[src/dft7w_pkg.sv]
// Shared types, constants and coefficient table for the 7-point DFT unit.
package dft7w_pkg;

    localparam int SAMPLE_WIDTH = 16;
    localparam int BLOCK_LEN    = 7;
    localparam int NUM_COEF     = 8;
    localparam int COEF_W       = 18;
    localparam int FRAC_W       = 16;
    localparam int MUL_W        = SAMPLE_WIDTH + 3;
    localparam int PROD_W       = MUL_W + COEF_W;
    localparam int RND_W        = PROD_W - FRAC_W;
    localparam int OUT_W        = 20;
    localparam int ACC_W        = (SAMPLE_WIDTH + 8 > OUT_W + 1) ? SAMPLE_WIDTH + 8 : OUT_W + 1;
    localparam int QUEUE_DEPTH  = 2;  // power of two
    localparam int QUEUE_AW     = $clog2(QUEUE_DEPTH);

    localparam logic [2:0] LAST_IDX = 3'(BLOCK_LEN - 1);
    localparam logic [2:0] HALF_IDX = 3'(BLOCK_LEN / 2);

    // Q2.16 coefficients
    localparam logic signed [COEF_W-1:0] Q_CX0 = COEF_W'(-10923);
    localparam logic signed [COEF_W-1:0] Q_CX1 = COEF_W'(99907);
    localparam logic signed [COEF_W-1:0] Q_CX2 = COEF_W'(44463);
    localparam logic signed [COEF_W-1:0] Q_CX3 = COEF_W'(48123);
    localparam logic signed [COEF_W-1:0] Q_SX0 = COEF_W'(28899);
    localparam logic signed [COEF_W-1:0] Q_SX1 = COEF_W'(79673);
    localparam logic signed [COEF_W-1:0] Q_SX2 = COEF_W'(92328);
    localparam logic signed [COEF_W-1:0] Q_SX3 = COEF_W'(57334);

    typedef logic signed [SAMPLE_WIDTH-1:0] t_samp;
    typedef logic signed [OUT_W-1:0]        t_bin;

    typedef struct packed {
        t_samp [BLOCK_LEN-1:0] re;
        t_samp [BLOCK_LEN-1:0] im;
    } t_block;

    // coefficient for each operand slot of one path
    function automatic logic signed [COEF_W-1:0] coef(input logic [2:0] slot);
        logic signed [COEF_W-1:0] c;
        case (slot)
            3'd0:    c = Q_CX0;
            3'd1:    c = Q_CX3;
            3'd2:    c = Q_CX1;
            3'd3:    c = Q_CX2;
            3'd4:    c = Q_SX0;
            3'd5:    c = Q_SX3;
            3'd6:    c = Q_SX1;
            3'd7:    c = Q_SX2;
            default: c = Q_CX0;
        endcase
        return c;
    endfunction

endpackage

[src/dft7w_front.sv]
// Input side: collects samples and hands complete seven-sample blocks to the queue.
module dft7w_front (
    input  logic                 i_clk,
    input  logic                 i_rst_n,
    input  logic                 i_in_valid,
    output logic                 o_in_ready,
    input  dft7w_pkg::t_samp     i_sample_re,
    input  dft7w_pkg::t_samp     i_sample_im,
    input  logic                 i_q_full,
    output logic                 o_push,
    output dft7w_pkg::t_block    o_blk
);
    import dft7w_pkg::*;

    t_samp       r_re [BLOCK_LEN-1];
    t_samp       r_im [BLOCK_LEN-1];
    logic [2:0]  r_fill;
    logic [2:0]  n_fill;
    logic        accept;

    assign o_in_ready = !((r_fill == LAST_IDX) && i_q_full);
    assign accept     = i_in_valid && o_in_ready;
    assign o_push     = accept && (r_fill == LAST_IDX);

    always_comb begin
        n_fill = r_fill;
        if (accept) begin
            n_fill = (r_fill == LAST_IDX) ? 3'd0 : r_fill + 3'd1;
        end
    end

    always_ff @(posedge i_clk) begin
        if (!i_rst_n) begin
            r_fill <= 3'd0;
        end else begin
            r_fill <= n_fill;
        end
    end

    always_ff @(posedge i_clk) begin
        if (accept && (r_fill != LAST_IDX)) begin
            r_re[r_fill] <= i_sample_re;
            r_im[r_fill] <= i_sample_im;
        end
    end

    always_comb begin
        for (int i = 0; i < BLOCK_LEN - 1; i++) begin
            o_blk.re[i] = r_re[i];
            o_blk.im[i] = r_im[i];
        end
        o_blk.re[BLOCK_LEN-1] = i_sample_re;
        o_blk.im[BLOCK_LEN-1] = i_sample_im;
    end

endmodule

[src/dft7w_queue.sv]
// Short block queue between the sample collector and the transform engine.
module dft7w_queue (
    input  logic                 i_clk,
    input  logic                 i_rst_n,
    input  logic                 i_push,
    input  dft7w_pkg::t_block    i_data,
    output logic                 o_full,
    input  logic                 i_pop,
    output logic                 o_valid,
    output dft7w_pkg::t_block    o_data
);
    import dft7w_pkg::*;

    t_block                r_mem [QUEUE_DEPTH];
    logic [QUEUE_AW-1:0]   r_wp;
    logic [QUEUE_AW-1:0]   r_rp;
    logic [QUEUE_AW:0]     r_cnt;
    logic                  do_push;
    logic                  do_pop;

    assign o_full  = (r_cnt == (QUEUE_AW+1)'(QUEUE_DEPTH));
    assign o_valid = (r_cnt != '0);
    assign o_data  = r_mem[r_rp];
    assign do_push = i_push && !o_full;
    assign do_pop  = i_pop && o_valid;

    always_ff @(posedge i_clk) begin
        if (!i_rst_n) begin
            r_wp  <= '0;
            r_rp  <= '0;
            r_cnt <= '0;
        end else begin
            if (do_push) begin
                r_wp <= r_wp + 1'b1;
            end
            if (do_pop) begin
                r_rp <= r_rp + 1'b1;
            end
            if (do_push && !do_pop) begin
                r_cnt <= r_cnt + 1'b1;
            end else if (do_pop && !do_push) begin
                r_cnt <= r_cnt - 1'b1;
            end
        end
    end

    always_ff @(posedge i_clk) begin
        if (do_push) begin
            r_mem[r_wp] <= i_data;
        end
    end

endmodule

[src/dft7w_back.sv]
// Transform engine: Winograd 7-point DFT on one shared multiplier, bins out in order.
module dft7w_back (
    input  logic                 i_clk,
    input  logic                 i_rst_n,
    input  logic                 i_q_valid,
    input  dft7w_pkg::t_block    i_q_data,
    output logic                 o_q_pop,
    output logic                 o_out_valid,
    input  logic                 i_out_ready,
    output dft7w_pkg::t_bin      o_bin_re,
    output dft7w_pkg::t_bin      o_bin_im,
    output logic [2:0]           o_bin_index,
    output logic                 o_last_bin
);
    import dft7w_pkg::*;

    localparam int              N_PROD   = 2 * NUM_COEF;
    localparam int              CNT_W    = $clog2(N_PROD);
    localparam logic [CNT_W-1:0] CNT_LAST = CNT_W'(N_PROD - 1);

    typedef enum logic [4:0] {
        S_IDLE = 5'b00001,
        S_MUL  = 5'b00010,
        S_RND  = 5'b00100,
        S_COMB = 5'b01000,
        S_OUT  = 5'b10000
    } t_state;

    t_state                     r_state;
    t_state                     n_state;
    logic [CNT_W-1:0]           r_cnt;
    logic [CNT_W-1:0]           r_pidx;
    logic                       r_pv;
    logic [2:0]                 r_k;
    logic                       r_ov;
    logic                       load;

    logic signed [MUL_W-1:0]    r_ops [2][NUM_COEF];
    logic signed [MUL_W-1:0]    n_ops [2][NUM_COEF];
    logic signed [ACC_W-1:0]    r_x0  [2];
    logic signed [ACC_W-1:0]    n_x0  [2];
    logic signed [ACC_W-1:0]    r_dc  [2];
    logic signed [ACC_W-1:0]    n_dc  [2];
    logic signed [PROD_W-1:0]   r_prod;
    logic signed [PROD_W-1:0]   rnd_sum;
    logic signed [RND_W-1:0]    r_res [2][NUM_COEF];
    logic signed [ACC_W-1:0]    r_cs  [2][3];
    logic signed [ACC_W-1:0]    r_sn  [2][3];
    logic signed [ACC_W-1:0]    n_cs  [2][3];
    logic signed [ACC_W-1:0]    n_sn  [2][3];
    logic signed [ACC_W-1:0]    bin_re;
    logic signed [ACC_W-1:0]    bin_im;
    logic [1:0]                 sel;

    t_bin                       r_bin_re;
    t_bin                       r_bin_im;
    logic [2:0]                 r_bin_index;
    logic                       r_last_bin;

    function automatic t_bin sat(input logic signed [ACC_W-1:0] v);
        t_bin s;
        if (v > ACC_W'(2 ** (OUT_W - 1) - 1)) begin
            s = {1'b0, {(OUT_W-1){1'b1}}};
        end else if (v < -(ACC_W'(2 ** (OUT_W - 1)))) begin
            s = {1'b1, {(OUT_W-1){1'b0}}};
        end else begin
            s = v[OUT_W-1:0];
        end
        return s;
    endfunction

    // symmetric sums and differences, both paths
    always_comb begin
        logic signed [MUL_W-1:0] x [BLOCK_LEN];
        logic signed [MUL_W-1:0] p1, p2, p3, m1, m2, m3, tot, u, v, d, f;
        for (int p = 0; p < 2; p++) begin
            for (int i = 0; i < BLOCK_LEN; i++) begin
                x[i] = (p == 0) ? MUL_W'($signed(i_q_data.re[i]))
                                : MUL_W'($signed(i_q_data.im[i]));
            end
            p1  = x[1] + x[6];
            p2  = x[2] + x[5];
            p3  = x[3] + x[4];
            m1  = x[1] - x[6];
            m2  = x[2] - x[5];
            m3  = x[3] - x[4];
            tot = p1 + p2 + p3;
            u   = p1 - p2;
            v   = p3 - p2;
            d   = m1 - m2;
            f   = m3 + m2;
            n_ops[p][0] = tot;
            n_ops[p][1] = u + v;
            n_ops[p][2] = u;
            n_ops[p][3] = v;
            n_ops[p][4] = m1 - m3 + m2;
            n_ops[p][5] = f - d;
            n_ops[p][6] = d;
            n_ops[p][7] = f;
            n_x0[p]     = ACC_W'(x[0]);
            n_dc[p]     = ACC_W'(tot) + ACC_W'(x[0]);
        end
    end

    // cosine and sine parts from the rounded products
    always_comb begin
        logic signed [ACC_W-1:0] rs [NUM_COEF];
        logic signed [ACC_W-1:0] base, ru, rv, dd, ff;
        for (int p = 0; p < 2; p++) begin
            for (int c = 0; c < NUM_COEF; c++) begin
                rs[c] = ACC_W'(r_res[p][c]);
            end
            base = rs[0] + r_x0[p];
            ru   = rs[2] - rs[1];
            rv   = rs[3] - rs[1];
            n_cs[p][0] = base + ru;
            n_cs[p][1] = base - ru - rv;
            n_cs[p][2] = base + rv;
            dd   = rs[5] + rs[6];
            ff   = rs[5] - rs[7];
            n_sn[p][0] = rs[4] + dd;
            n_sn[p][1] = rs[4] - dd - ff;
            n_sn[p][2] = -(rs[4] + ff);
        end
    end

    // bin k pairs with bin 7-k
    always_comb begin
        sel = (r_k <= HALF_IDX) ? 2'(r_k - 3'd1) : 2'(LAST_IDX - r_k);
        if (r_k == 3'd0) begin
            bin_re = r_dc[0];
            bin_im = r_dc[1];
        end else if (r_k <= HALF_IDX) begin
            bin_re = r_cs[0][sel] + r_sn[1][sel];
            bin_im = r_cs[1][sel] - r_sn[0][sel];
        end else begin
            bin_re = r_cs[0][sel] - r_sn[1][sel];
            bin_im = r_cs[1][sel] + r_sn[0][sel];
        end
    end

    assign load    = (r_state == S_OUT) && (!r_ov || i_out_ready);
    assign rnd_sum = r_prod + PROD_W'(2 ** (FRAC_W - 1));

    always_comb begin
        n_state = r_state;
        o_q_pop = 1'b0;
        case (r_state)
            S_IDLE: begin
                if (i_q_valid) begin
                    o_q_pop = 1'b1;
                    n_state = S_MUL;
                end
            end
            S_MUL: begin
                if (r_cnt == CNT_LAST) begin
                    n_state = S_RND;
                end
            end
            S_RND:  n_state = S_COMB;
            S_COMB: n_state = S_OUT;
            S_OUT: begin
                if (load && (r_k == LAST_IDX)) begin
                    n_state = S_IDLE;
                end
            end
            default: n_state = S_IDLE;
        endcase
    end

    always_ff @(posedge i_clk) begin
        if (!i_rst_n) begin
            r_state <= S_IDLE;
            r_cnt   <= '0;
            r_pv    <= 1'b0;
            r_k     <= 3'd0;
            r_ov    <= 1'b0;
        end else begin
            r_state <= n_state;
            r_pv    <= (r_state == S_MUL);
            if (r_state == S_IDLE) begin
                r_cnt <= '0;
                r_k   <= 3'd0;
            end else if (r_state == S_MUL) begin
                r_cnt <= r_cnt + 1'b1;
            end
            if (load) begin
                r_k  <= r_k + 3'd1;
                r_ov <= 1'b1;
            end else if (i_out_ready) begin
                r_ov <= 1'b0;
            end
        end
    end

    always_ff @(posedge i_clk) begin
        if (o_q_pop) begin
            r_ops <= n_ops;
            r_x0  <= n_x0;
            r_dc  <= n_dc;
        end
        r_prod <= r_ops[r_cnt[CNT_W-1]][r_cnt[CNT_W-2:0]] * coef(r_cnt[CNT_W-2:0]);
        r_pidx <= r_cnt;
        if (r_pv) begin
            r_res[r_pidx[CNT_W-1]][r_pidx[CNT_W-2:0]] <= rnd_sum[PROD_W-1:FRAC_W];
        end
        if (r_state == S_COMB) begin
            r_cs <= n_cs;
            r_sn <= n_sn;
        end
        if (load) begin
            r_bin_re    <= sat(bin_re);
            r_bin_im    <= sat(bin_im);
            r_bin_index <= r_k;
            r_last_bin  <= (r_k == LAST_IDX);
        end
    end

    assign o_out_valid = r_ov;
    assign o_bin_re    = r_bin_re;
    assign o_bin_im    = r_bin_im;
    assign o_bin_index = r_bin_index;
    assign o_last_bin  = r_last_bin;

`ifndef ASSERT_OFF
    a_mul_done: assert property (@(posedge i_clk) disable iff (!i_rst_n)
        (r_state == S_MUL) && (r_cnt == CNT_LAST) |=> (r_state == S_RND))
        else $error("multiply sweep did not end after the last product");

    a_pop_start: assert property (@(posedge i_clk) disable iff (!i_rst_n)
        o_q_pop |=> (r_state == S_MUL) && (r_cnt == '0))
        else $error("block popped without a fresh multiply sweep");

    a_index_range: assert property (@(posedge i_clk) disable iff (!i_rst_n)
        o_out_valid |-> (o_bin_index <= LAST_IDX))
        else $error("bin index out of range");

    a_last_mark: assert property (@(posedge i_clk) disable iff (!i_rst_n)
        o_out_valid |-> (o_last_bin == (o_bin_index == LAST_IDX)))
        else $error("last mark not on final bin");
`endif

endmodule

[src/dft7_winograd_unit.sv]
// Top level of the streaming 7-point Winograd DFT unit.
//
// Input channel (i_in_valid / o_in_ready): one complex sample per beat,
// i_sample_re and i_sample_im, two's complement. Every seven beats form
// one block, sample 0 first.
// Output channel (o_out_valid / i_out_ready): seven beats per block, bins
// 0 to 6 in order, with o_bin_index and o_last_bin high on bin 6.
// The engine loads a block from the queue, runs sixteen products on the
// single shared multiplier (one per cycle), then rounding, combine and
// seven output beats, and takes the next block only after the last bin
// has been loaded into its output register.
// A two-block queue sits between collector and engine, so samples keep
// flowing while a transform runs. If the receiver stalls, the engine holds
// its output register, the queue fills, and o_in_ready drops only on the
// beat that would complete a block with no queue space left.
// Reset (i_rst_n low, synchronous) empties the queue, clears the sample
// count and drops o_out_valid; partial blocks are discarded.
module dft7_winograd_unit (
    input  logic                 i_clk,
    input  logic                 i_rst_n,
    input  logic                 i_in_valid,
    output logic                 o_in_ready,
    input  dft7w_pkg::t_samp     i_sample_re,
    input  dft7w_pkg::t_samp     i_sample_im,
    output logic                 o_out_valid,
    input  logic                 i_out_ready,
    output dft7w_pkg::t_bin      o_bin_re,
    output dft7w_pkg::t_bin      o_bin_im,
    output logic [2:0]           o_bin_index,
    output logic                 o_last_bin
);
    import dft7w_pkg::*;

    logic    push;
    logic    q_full;
    logic    q_valid;
    logic    q_pop;
    t_block  push_blk;
    t_block  q_blk;

    dft7w_front u_front (
        .i_clk       (i_clk),
        .i_rst_n     (i_rst_n),
        .i_in_valid  (i_in_valid),
        .o_in_ready  (o_in_ready),
        .i_sample_re (i_sample_re),
        .i_sample_im (i_sample_im),
        .i_q_full    (q_full),
        .o_push      (push),
        .o_blk       (push_blk)
    );

    dft7w_queue u_queue (
        .i_clk   (i_clk),
        .i_rst_n (i_rst_n),
        .i_push  (push),
        .i_data  (push_blk),
        .o_full  (q_full),
        .i_pop   (q_pop),
        .o_valid (q_valid),
        .o_data  (q_blk)
    );

    dft7w_back u_back (
        .i_clk       (i_clk),
        .i_rst_n     (i_rst_n),
        .i_q_valid   (q_valid),
        .i_q_data    (q_blk),
        .o_q_pop     (q_pop),
        .o_out_valid (o_out_valid),
        .i_out_ready (i_out_ready),
        .o_bin_re    (o_bin_re),
        .o_bin_im    (o_bin_im),
        .o_bin_index (o_bin_index),
        .o_last_bin  (o_last_bin)
    );

endmodule

[config.mk]
export PLATFORM = sky130hd
export DESIGN_NAME = dft7_winograd_unit
export DESIGN_NICKNAME = d
export VERILOG_FILES = /design/src/dft7w_pkg.sv /design/src/dft7w_front.sv /design/src/dft7w_queue.sv /design/src/dft7w_back.sv /design/src/dft7_winograd_unit.sv
export SDC_FILE = /design/constraint.sdc
export NUM_CORES = 2
export LEC_CHECK = 0
export BUFFER_PORTS_ARGS = -buffer_cell sky130_fd_sc_hd__buf_2
export CORE_MARGIN = 8
export CORE_UTILIZATION = 33
export CTS_CLUSTER_DIAMETER = 150
export DETAILED_ROUTE_END_ITERATION = 16
export SYNTH_ARGS = -nofsm -noshare
export SYNTH_HDL_FRONTEND = slang
export SYNTH_SLANG_ARGS = --single-unit
[constraint.sdc]
create_clock -name i_clk -period 34.4 [get_ports i_clk]
set_input_delay 5.16 -clock i_clk [delete_from_list [all_inputs] [get_ports i_clk]]
set_output_delay 5.16 -clock i_clk [all_outputs]
set_load 0.1 [all_outputs]
# Yosys cells after proc, flatten, opt, wreduce, memory -nomap -nowiden
# Memories as Yosys holds them, arrays and structs flattened. A register that Yosys moved wholly into a read port is not among the register bits.
# Index checks and enable logic that the tools add are counted.
# word_totals
ff_bits,778
mem_bits_rw,976
romBits,144
inputBits,36
output_inout_bits,46
wordCells,231
mem_count,5
# memory_table
memory,depth,word_bits,read_ports,rd_clocked_by_memory_dff,write_ports,line,source
u_queue.r_mem,2,224,1,1,1,dft7w_queue.sv:14,t_block r_mem [QUEUE_DEPTH];
u_back.r_res,2,168,2,0,1,dft7w_back.sv:46,logic signed [RND_W-1:0] r_res [2][NUM_COEF];
(name not given),8,18,1,1,0,dft7w_pkg.sv:41,case (slot)
u_front.r_im,6,16,6,0,1,dft7w_front.sv:16,t_samp r_im [BLOCK_LEN-1];
u_front.r_re,6,16,6,0,1,dft7w_front.sv:15,t_samp r_re [BLOCK_LEN-1];
# op_classes
add_sub_neg,76
n_mul,1
n_lt_le_gt_ge,10
eq_ne,13
mux,50
n_bitwise,5
reduce_logical,24
# ops
cell,count
$mux W152,3
$mux W24,12
$bmux W24 S2,4
$mux W168,1
$add A24 B24 Y24,6
$sub A24 B24 Y24,6
$sub A21 B21 Y22,6
$add A19 B19 Y19,6
$sub A19 B19 Y19,6
$add A16 B16 Y17,6
$sub A16 B16 Y17,6
$add A21 B22 Y23,4
$sub A17 B17 Y18,4
$demux W21 S3,1
$bmux W19 S3,1
$gt A24 B20 Y1 const B,2
$lt A24 B20 Y1 const B,2
$neg A24 Y24,2
$sub A23 B22 Y24,2
$sub A21 B22 Y23,2
$add A21 B16 Y22,2
$add A21 B21 Y22,2
$add A19 B16 Y20,2
$mux W20,2
44 further kinds,89

# Logic depth before layout (Yosys ltp)
# depth
depth_word,11
ltp_mapped,40
mapped_depth_nobuf,36

# Cells and area by module
# Synthesis repeated with hierarchy kept, for this count alone.
# unflattened
cells_unflattened,11089
area_unflattened_um2,124127.8
# modules_own_cells
module,n_inst,cells_each,area_each_um2,seq_area_each_um2
dft7w_back,1,10115,100858.0,32090.8
dft7w_queue,1,722,17056.4,13553.0
dft7w_front,1,252,6213.5,5825.6

# Worst setup path before layout
# Ideal clock, no wire load.
# synth_path
kind,register to register
from,register u_back.r_state[1]
to,"register u_back.r_cs[0] in the netlist's numbering, enable pin"
setup_time_ns,1.642
arrival_time_ns,27.622
required_ns,32.758
slack_ns,5.136
stages_incl_launch_ff,3
n_path_buf,0
period_less_slack_ns,29.264
cell_sequence,dfxtp_1 > nor2_1 > nor4bb_1
# synth_between
elab_chain_len,1
# synth_rtl
item,line,source
"start, declared",dft7w_back.sv:29,t_state r_state;
"start signal, assigned",dft7w_back.sv:179,r_state <= n_state;
$eq A5 B4 Y1,dft7w_back.sv:207,if (r_state == S_COMB) begin
"end signal, assigned",dft7w_back.sv:208,r_cs <= n_cs;
"end, declared",dft7w_back.sv:47,logic signed [ACC_W-1:0] r_cs [2][3];
# No other way between the ends.
# A chain may end at the register's enable or synchronous reset.

==> run summary <==
Core Area = 0.3747 mm²
Dpl cells = 16190
Uppermost routed layer = met5
Die Wd = 628.8 µm
Maximum fanout along the worst path = 55
Worst slew pin tran = 1.308 ns
Post-route ant nets = 0
Total CTS buffers = 200
DP HPWL = 262900 µm
IO Pins = 82
Layout cell share with drive strength beyond 1 = 7.645%
Fin Setup TNS = 0 ns
Worst path max stage delay = 0.80 ns
CP endpoint kind = flip-flop
Mapped cell area = 0.1239 mm²
CTS Hold Bufs = 0
Post-synth EDFFs = 1678
Routed WL = 336200 µm
Tmin final = 9.306 ns
Post-CTS resize count = 0
CP Launch Type = flip-flop
Average wire per standard cell = 20.31 µm
Final cell count without fillers = 16550
Yosys cell types = 97
Vias = 84240
Max Buffers Root-to-Sink = 4
Top_reg_cell synth = edfxtp_1
Starting DRT DRC Count = 6582
Register bit count reported by yosys = 1744
Max_slew headroom = 11.87%
Kind of cell adding the most delay to the critical path = compound AO/OA/AOI/OAI gates
Met1 wire length = 150600 µm
Tot GR Track Use = 16.35%
Initial antenna violation count = 25
Final global-route overflow total = 0
Largest net degree at the start of global routing = 169
Final core utilization = 36.67%
Synth Area in Adders = 20.25%
Data arrival time of the worst path = 9.87 ns
Largest family of logic cells by synthesized area = adder cells
CTS tree = done
Setup Crit Path Kind = reg -> reg
Worst Path Buf+Inv = 2
Most common cell after layout, fill and taps aside = edfxtp_1
Htree depth = 4
First-pass GRT wire length = 501900 µm
Die area = 0.3954 mm²
Commonest non-fill, non-tap cells in the layout = edfxtp_1 (1678), inv_1 (1259), ha_1 (1180)
RSZ-0062 raised after global routing = no
Clock slew at reported path FFs = 0.07 ns
Initial Util = 33.07%
Initial DRT Pass Iterations = 6
Post-synthesis sequential area ratio = 41.73%
Hold Crit Class = reg -> reg
Final critical-path share of the clock period = 27.05%
Final Slew Violations = 0
Fmax = 107.5 MHz
# rows = 225
Hold Violations, Final = 0
Vias in the first global route = 83240
Mapped Avg Cell Area = 11.00 µm²
Max_cap viols = 0
Die H = 628.8 µm
Post-synth ARST share = 0%
Synth warn = 0
Synth Area in Compound Gates = 12.30%
Post-synthesis mux area share = 4.070%
DR WL met2 = 158300 µm
Gate Count Post-Synth = 11270
DRC Markers = 0
IO buf count = 81
Post-CTS setup buffer count = 0
CP max stage cell = buf_4
Clock skew = 0.06593 ns
Avg Vias per Cell = 5.089
Syn nets = 13000
Routability-driven placement congestion ratio = 0.9179
Simple-gate area share of the yosys netlist = 10.01%
WP data required = 34.97 ns
Root Driver = clkbuf_16
Met3 wire len = 17800 µm
Status = complete, no violations
Clk_lat worst skew = 0.88 ns
Post-Synth XOR/XNOR Area = 7.017%
# setup viols final = 0
Clk sinks = 1744
Syn-to-layout area delta = 10.87%
Total Nets Final = 13130
[worst register-to-register path, delay by kind of cell (launching register included)]
kind                       cells  cell delay [ns]
muxes                          1             0.49
DFF                            1             0.73
buffers and inverters          2             1.58
adders and majority gates      4             1.47
and+or+nand+nor                4             0.54
AOI/OAI and AO/OA             14             3.73
xor gates and xnor gates       3             0.48
[metrics by stage]
step | area [µm²] | hold WS (ns) | setup WS [ns]
global placement | 130700 | 0.4216 | 25.13
finish | 137400 | 0.4173 | 25.09
CTS | 137400 | 0.4172 | 25.00
global route | 137400 | 0.4347 | 24.56
floorplan | 123900 | 0.3290 | 5.136
detailed placement | 130700 | 0.4296 | 25.09
[logic make-up (layout without fill, tap and decap cells)]
| family | after synthesis | count (layout) |
|---|---|---|
| flops | 1744 | 1744 |
| mux | 371 | 371 |
| other cells | 0 | 10 |
| compound gates | 2365 | 2365 |
| xor+xnor | 992 | 992 |
| simple gates | 2585 | 2585 |
| fa+ha+maj | 1697 | 1697 |
| buf+inv | 1511 | 1796 |
[cell usage after synthesis (95+ instances only)]
master    count  share of area, %
xor2_1      248               1.8
o21bai_1    136              0.82
mux2_2      133               1.2
a21oi_1     715               2.9
o21a_1      133              0.81
nand3_1     198              0.80
a21o_1      213               1.3
clkbuf_1    172              0.52
o21ai_0     437               1.8
and3_1       95              0.48
inv_1      1261               3.8
edfxtp_1   1678                41
nand2_1     675               2.0
and2_1      170              0.86
mux2i_1     145               1.2
nor2b_1     171              0.86
nor2_1      677               2.1
nor3_1      224              0.90
xnor2_1     743               5.3
fa_1        515               8.3
nand2b_1    144              0.73
ha_1       1181                12
[registers in the layout (all words and copies together), names as in the netlist, 22 cells and up, named ones only]
signal         count
u_front.r_im      96
u_back.r_sn      142
u_queue.r_mem    448
u_back.r_x0       32
u_front.r_re      96
u_back.r_res     336
u_back.r_cs      144
u_back.r_prod     22
u_back.r_dc       40
u_back.r_ops     300
[layer usage]
metal	global-route usage, %	vias up
li1	-	40400
met1	21.97	41330
met2	27.83	2047
met3	2.056	461
met4	4.281	6
met5	0	-
[layout make-up]
type	instances	area [µm²]
Tap cell	4994	6248
Timing Repair Buffer	175	1136
Clock buffer	231	5239
Inverter	1262	4742
Multi-Input combinational cell	8010	66830
Clock inverter	128	1446
Sequential cell	1744	51720
Fill cell	36650	237300
Antenna cell	10	25.02
[worst paths after layout]
check | to | slack (ns) | from | cells after the start
setup / recovery | u_back.r_dc[18] | 25.09 | flip-flop | 28
hold / removal | u_queue.r_mem[1][198] | 0.42 | u_front.r_re[5][6] | 0
setup reg to reg | u_back.r_dc[18] | 25.09 | flip-flop | 28
hold reg to reg | u_queue.r_mem[1][198] | 0.42 | u_front.r_re[5][6] | 0
Power is not shown: default switching activity piles up to over one toggle a cycle in this logic, so the estimate is an artifact.
